$ cat src/rtl/assert_macros.svh
// Assertion macros used by the allocator RTL.
`ifndef ASSERT_MACROS_SVH
`define ASSERT_MACROS_SVH

// Checks a property on every rising clock edge outside reset.
`define CBA_ASSERT(label, prop, msg) \
    label: assert property (@(posedge i_clk) disable iff (!i_rst_n) prop) else $error(msg);

// Checks a property on every rising clock edge, reset included.
`define CBA_ASSERT_ALWAYS(label, prop, msg) \
    label: assert property (@(posedge i_clk) prop) else $error(msg);

`endif

$ cat src/rtl/cba_ram.sv
`default_nettype none
module cba_ram #(
    parameter int WIDTH = 8,
    parameter int DEPTH = 2
) (
    input  wire logic                     i_clk,
    input  wire logic                     i_we,
    input  wire logic [$clog2(DEPTH)-1:0] i_waddr,
    input  wire logic [WIDTH-1:0]         i_wdata,
    input  wire logic [$clog2(DEPTH)-1:0] i_raddr,
    output logic      [WIDTH-1:0]         o_rdata
);

    logic [WIDTH-1:0] r_mem [DEPTH];

    always_ff @(posedge i_clk) begin
        if (i_we) begin
            r_mem[i_waddr] <= i_wdata;
        end
        o_rdata <= r_mem[i_raddr];
    end

endmodule
`default_nettype wire

$ cat config.mk
export PLATFORM = sky130hd
export DESIGN_NAME = cba_ram
export DESIGN_NICKNAME = d
export VERILOG_FILES = /design/src/rtl/assert_macros.svh /design/src/rtl/cba_ram.sv
export SDC_FILE = /design/constraint.sdc
export NUM_CORES = 1
export LEC_CHECK = 0
export BUFFER_PORTS_ARGS = -buffer_cell sky130_fd_sc_hd__buf_4
export CAP_MARGIN = 20
export CORE_MARGIN = 2
export CORE_UTILIZATION = 30
export DETAILED_ROUTE_END_ITERATION = 10
export GPL_TIMING_DRIVEN = 0
export RECOVER_POWER = 50
export SLEW_MARGIN = 10
export SYNTH_ARGS = -nofsm -noshare
export SYNTH_HDL_FRONTEND = slang
export SYNTH_SLANG_ARGS = --single-unit
$ cat constraint.sdc
create_clock -name i_clk -period 1.5 [get_ports i_clk]
set_input_delay 0.15 -clock i_clk [delete_from_list [all_inputs] [get_ports i_clk]]
set_output_delay 0.15 -clock i_clk [all_outputs]
set_load 0.02 [all_outputs]
; ---- Word-level counts from Yosys, hierarchy flattened
; Memories as Yosys holds them, arrays and structs flattened. A register that Yosys moved wholly into a read port is not among the register bits.
; Cells that the tools add are included.
[classes]
n_mux = 2
[ops]
columns = cell, n
row1 = $mux W1, 2
[word_totals]
elab_cells = 3
regBits = 0
mem_count = 1
ram_bits = 16
[memory_table]
columns = name, words, word_bits, rd, rd_clocked_by_memory_dff, write_ports, line
row1 = r_mem, 2, 8, 1, 1, 1, cba_ram.sv:14  ; logic [WIDTH-1:0] r_mem [DEPTH];

; ---- Logic depth before layout (Yosys ltp)
; Gate-level depths: netlist (run 1).
[depth]
ltp_word = 2
mapped_depth = 2
ltp_nobuf = 1

; ---- Least setup slack after synthesis (run 1)
; Ideal clock, no wire load.
[synth_path]
kind = in2reg
from = input i_we
to = memory r_mem[0][0], enable pin
setup_ns = 0.373
arrival_ns = 0.570
path_slack_ns = 0.557
cell_stages = 1
cell_sequence = nor2b_1
[synth_between]
elab_chain_len = 2
[synth_rtl]
columns = item, line
row1 = from (decl), cba_ram.sv:7  ; input wire logic i_we,
row2 = $mux W1, cba_ram.sv:17  ; if (i_we) begin
row3 = $mux W1 (not written as such), cba_ram.sv:18  ; r_mem[i_waddr] <= i_wdata;
row4 = to (decl), cba_ram.sv:14
; Every way passes these cells.

; ---- Final worst setup path (run 1)
[layout_path]
from = register o_rdata[3] (read register of r_mem)
to = output o_rdata[3]
[layout_rtl]
columns = item, line
row1 = from (decl), cba_ram.sv:11  ; output logic [WIDTH-1:0] o_rdata
; No word-level cell between the ends.

==> out/summary.txt, run 1 <==
Status = complete, no violations
Leakage power = 0.4242 nW
Syn_area_per_cell = 22.41 µm²
Final hold viol count = 0
First-pass GRT wire length = 1393 µm
Post-synthesis cell count = 35
Clock Skews = 0.002791 ns
Synth unique cells = 6
Core area = 0.002477 mm²
CTS tree = done
Post-Synthesis Cell Area = 784.5 µm²
MaxCap Viol Count = 0
Row Count = 18
Most common cell in the netlist = edfxtp_1
Post-synth EDFFs = 16
Post-synthesis async set-or-reset flop share = 0%
Clk buf depth = 2
Clock transition at the registers of the reported paths = 0.12 ns
Final min period = 0.9216 ns
Port bufs = 18
Synth top cells by count = 16 x edfxtp_1, 8 x dfxtp_1, 8 x mux2_4
Share of the synthesized area in the top cell type = 61.24%
Final Max Slew Viols = 0
Final setup violation count = 0
Die area = 0.003040 mm²
RSZ-0062 raised after global routing = false
Final wirelength = 977 µm
Worst IR Drop VDD = 0.9446 mV
Non-Filler Instances = 93
Die H = 55.14 µm
Startpoint types = register
Share of post-route cells with drive strength above 1 = 49.21%
Crit Path Class = register to output port
Hold crit path type = input pin to register
Critical path cell sequence = buf_4
GRT Util Overall = 7.657%
Via Count = 367
CP arrival = 0.77 ns
Placed Instances = 83
Routed vias/inst = 3.946
Number of buffers created by CTS = 3
I/O pins = 20
Ant diodes = 0
GP Congestion = 0.5961
Number of remaining DRC errors = 0
Main synth FF type = edfxtp_1
CP endpoint kind = output port
Worst path bufs/invs = 1
H-tree depth = 1
Setup TNS = 0 ns
Required @ worst endpoint = 1.35 ns
Fin crit share = 61.44%
Fillers = 227
CTS Root Cell = clkbuf_4
Initial core utilization = 31.67%
Seq. cell area = 640.6 µm²
Register area share after synthesis = 81.66%
1st-iter DRT viols = 2
Die X = 55.14 µm
Clk_lat worst skew = 0.30 ns
Fmax = 1085 MHz
Wire length per cell = 10.51 µm
Max stage delay cell, worst path = dfxtp_1
Flops & latches, synth = 24
Pwr/cell area = 1169 mW/mm²
Largest net degree at the start of global routing = 14
Total gr overflow = 0
CP top delay family = flip-flops
CP Max Fanout = 1
Multi-input logic area = 132.6 µm²
Postcts setup bufs = 0
Layout Nets = 76
Syn. warnings = 0
Area contributors post-synth = edfxtp_1 61%, dfxtp_1 20%, mux2_4 15%
Vias in the first global route = 286
Initial antenna violation count = 0
Worst-margin pin slew = 0.7462 ns
CTS sink cnt = 24
Synthesis-to-layout area growth = 34.29%
Post-DRT Antenna Nets = 0
1st-pass router iterations = 2
Post-synth top area cell = edfxtp_1
Relative slew margins = 50.15%
Syn_nets = 47
CP peak stage delay = 0.32 ns
==> kinds of logic (layout without fill, tap and decap cells) <==
kind of cell | Yosys count | after routing | synth area share, %
AND/OR/NAND/NOR | 2 | 2 | 1.596
buffers and inverters | 1 | 29 | 1.435
flip-flops | 24 | 24 | 81.66
multiplexers | 8 | 8 | 15.31
==> area by class of cell <==
type	instances	area share, %
buffer	1	1.069
clock buffer	4	3.444
multi-input combinational	10	12.59
sequential	24	60.81
tap	30	3.563
timing repair buffer	24	18.53
==> layer usage <==
| layer | vias to the layer above | global-route usage, % | share of wire, % |
|---|---|---|---|
| met5 | - | 0 | 0 |
| met4 | 0 | 4.878 | 2.8 |
| met3 | 4 | 5.108 | 9.9 |
| met2 | 18 | 10.52 | 45 |
| met1 | 161 | 8.621 | 42 |
| li1 | 184 | - | - |
==> flip-flops by register name, summed over array words and instances (netlist names) <==
signal and flops:
r_mem 16, o_rdata 8
==> through the flow <==
stage | utilization [%] | total power, mW | hold WS, ns | area [µm²] | worst slack, ns
after floorplan | - | 0.8541 | 0.2489 | 784.5 | 0.5566
after global placement | 38.64 | 0.9111 | 0.3352 | 957.2 | 0.2824
after detailed placement | 38.64 | 0.9150 | 0.3376 | 957.2 | 0.2350
after CTS | 40.10 | 1.242 | 0.005792 | 993.5 | 0.5583
after global routing | 42.53 | 1.291 | 0.02633 | 1054 | 0.5103
final | 42.53 | 1.232 | 0.04585 | 1054 | 0.5784
==> placed cells by master, fill, tap and decap left out <==
| cell | n |
|---|---|
| clkbuf_8 | 1 |
| edfxtp_1 | 16 |
| mux2_4 | 8 |
| nor2b_1 | 1 |
| buf_4 | 9 |
| clkbuf_4 | 12 |
| and2_0 | 1 |
| dlygate4sd3_1 | 6 |
| buf_6 | 1 |
| dfxtp_1 | 8 |
==> worst paths after layout <==
kind,cells after the start,endpoint,slack (ns),from
max reg2reg,1,o_rdata[7],0.75,r_mem[0][7]
min reg2reg,1,o_rdata[2],0.49,r_mem[0][2]
max,1,o_rdata[3],0.58,o_rdata[3]
min,1,r_mem[1][0],0.05,i_wdata[0]
==> report_power, final <==
| part | internal [mW] | leakage (nW) | switching, mW |
|---|---|---|---|
| clock | 0.148 | 0.0210 | 0.176 |
| combinational | 0.0815 | 0.186 | 0.0577 |
| sequential | 0.757 | 0.218 | 0.0115 |
==> repair_timing <==
item | CTS | global route
hold buffers | 0 | 6
gates resized for setup | 0 | 0
endpoints found under the hold margin | 0 | 12
No activity file was read; power rests on OpenSTA's default activity.
==> run 2, diff against run 1 <==
==> constraint.sdc (replaced) <==
create_clock -name i_clk -period 0.8 [get_ports i_clk]
set_input_delay 0.08 -clock i_clk [delete_from_list [all_inputs] [get_ports i_clk]]
set_output_delay 0.08 -clock i_clk [all_outputs]
set_load 0.02 [all_outputs]
==> out/summary.txt, run 2 (synthesis results as in run 1) <==
Status = complete, but fails checks
Failing checks = negative setup slack
Worst path bufs/invs = 1 (unchanged)
Core area = 0.002477 mm² (unchanged)
Commonest cells after routing, fill and taps aside = 16 x edfxtp_1, 9 x buf_6, 8 x mux2_4, 8 x dlygate4sd3_1, 8 x dfxtp_2
Post-layout util = 44.90% (+2.4 points)
Final wirelength = 1025 µm (+4.9%)
Clk buf depth = 2 (unchanged)
CP arrival = 0.77 ns (about the same)
Clock transition at the registers of the reported paths = 0.12 ns (about the same)
Initial core utilization = 31.67% (unchanged)
Placement Setup Slack = -0.1475 ns (-0.3825 ns)
Worst IR Drop VDD = 1.381 mV (+46%)
H-tree depth = 1 (unchanged)
Pwr/cell area = 2124 mW/mm² (+82%)
CP peak stage delay = 0.34 ns (+0.02 ns)
Seq. cell area = 650.6 µm² (+1.6%)
1st-iter DRT viols = 0 (-2)
Layout Nets = 78 (+2.6%)
Clock Skews = 0.004953 ns (+0.002163 ns)
Critical path cell sequence = buf_6
Required @ worst endpoint = 0.72 ns (-0.63 ns)
Placed Instances = 83 (unchanged)
Vias in the first global route = 324 (+13%)
Leakage power = 0.4414 nW (+4.1%)
Die X = 55.14 µm (unchanged)
Non-Filler Instances = 95 (+2.2%)
Startpoint types = register
CP top delay family = flip-flops
GP Congestion = 0.5631 (-5.5%)
Largest register FFs = 16 (unchanged)
MaxCap Viol Count = 0 (unchanged)
Final Max Slew Viols = 0 (unchanged)
Routed vias/inst = 4.042 (+2.4%)
Die area = 0.003040 mm² (unchanged)
Number of remaining DRC errors = 0 (unchanged)
Crit Path Class = register to output port
Row Count = 18 (unchanged)
Fin crit share = 106.3%
Ant diodes = 0 (unchanged)
CTS Root Cell = clkbuf_4
Share of post-route cells with drive strength above 1 = 60.00% (+11 points)
First-pass GRT wire length = 1490 µm (+7.0%)
Final hold viol count = 0 (unchanged)
Total gr overflow = 0 (unchanged)
Fillers = 234 (+3.1%)
Number of buffers created by CTS = 3 (unchanged)
Worst-margin pin slew = 0.5608 ns (-0.1854 ns)
Clk_lat worst skew = 0.31 ns (about the same)
Most common cell after layout, fill and taps aside = edfxtp_1
GRT Util Overall = 7.847% (+0.19 points)
Fmax = 1176 MHz
Final setup violation count = 8 (+8)
RSZ-0062 raised after global routing = true
CTS sink cnt = 24 (unchanged)
CTS tree = done
1st-pass router iterations = 1 (-1)
CP Max Fanout = 1 (unchanged)
Setup ws final = -0.05036 ns (-0.6287 ns)
Port bufs = 18 (unchanged)
Initial antenna violation count = 0 (unchanged)
Die H = 55.14 µm (unchanged)
CP endpoint kind = output port
Max stage delay cell, worst path = dfxtp_2
Hold crit path type = input pin to register
Final min period = 0.8504 ns
Largest net degree at the start of global routing = 14 (unchanged)
Post-DRT Antenna Nets = 0 (unchanged)
Via Count = 384 (+4.6%)
I/O pins = 20 (unchanged)
Multi-input logic area = 135.1 µm² (+1.9%)
Wire length per cell = 10.79 µm (+2.7%)
Largest register by flop count = r_mem
Top Registers = r_mem x16, o_rdata x8
Synthesis-to-layout area growth = 41.79%
Relative slew margins = 62.60% (+12 points)
## run 2: cell types whose count changed in the layout (fill, tap and decap cells not counted), moves of 2 or more
| cell | before | now |
|---|---|---|
| buf_6 | 1 | 9 |
| dfxtp_2 | 0 | 8 |
| buf_4 | 9 | 7 |
| clkbuf_4 | 12 | 5 |
| dfxtp_1 | 8 | 0 |
| dlygate4sd3_1 | 6 | 8 |
## run 2: through the flow
stage | setup TNS [ns] | hold WS, ns | cell area [µm²] | total power [mW]
CTS | -0.4661 | 0.08271 | 1116 | 2.402
global route | -0.6638 | 0.07024 | 1112 | 2.464
detailed placement | -1.859 | 0.2701 | 959.7 | 1.720
floorplan | 0 | 0.1789 | 787.0 | 1.602
finish | -0.3478 | 0.08591 | 1112 | 2.363
global placement | -1.843 | 0.2668 | 959.7 | 1.712
## run 2: path summary, 6_finish.rpt
| path | start | to | slack [ns] | cells past startpoint |
|---|---|---|---|---|
| setup / recovery | o_rdata[2] | o_rdata[2] | -0.05 | 1 |
| setup reg to reg | r_mem[0][3] | o_rdata[3] | 0.05 | 1 |
| hold reg to reg | r_mem[0][2] | o_rdata[2] | 0.48 | 1 |
| hold / removal | i_raddr | o_rdata[3] | 0.09 | 2 |
## run 2: repair_timing
action	CTS	global route
endpoints found under the setup margin	8	8
buffers inserted	0	0
hold buffers	8	0
endpoints found under the hold margin	16	0
resized for setup	16	0
## run 2: area by class of cell
type	instances	area share, %
flip-flops and latches	24	58.49
repair buffers	26	21.71
multi-input cells	10	12.15
well taps	30	3.375
clock buffers	4	3.262
plain buffers	1	1.012
## run 2: per-layer routing
metal | vias to the layer above | global-route usage (%) | wire length, µm
li1 | 188 | - | -
met1 | 174 | 9.549 | 457
met2 | 20 | 10.12 | 445
met3 | 2 | 5.914 | 102
met4 | 0 | 3.659 | 19
met5 | - | 0 | 0
## run 2: report_power, final
part           switching, mW  internal, mW  total [mW]
combinational          0.112         0.183       0.294
clock                  0.336         0.278       0.613
sequential            0.0282          1.43        1.46
total                  0.475          1.89        2.36
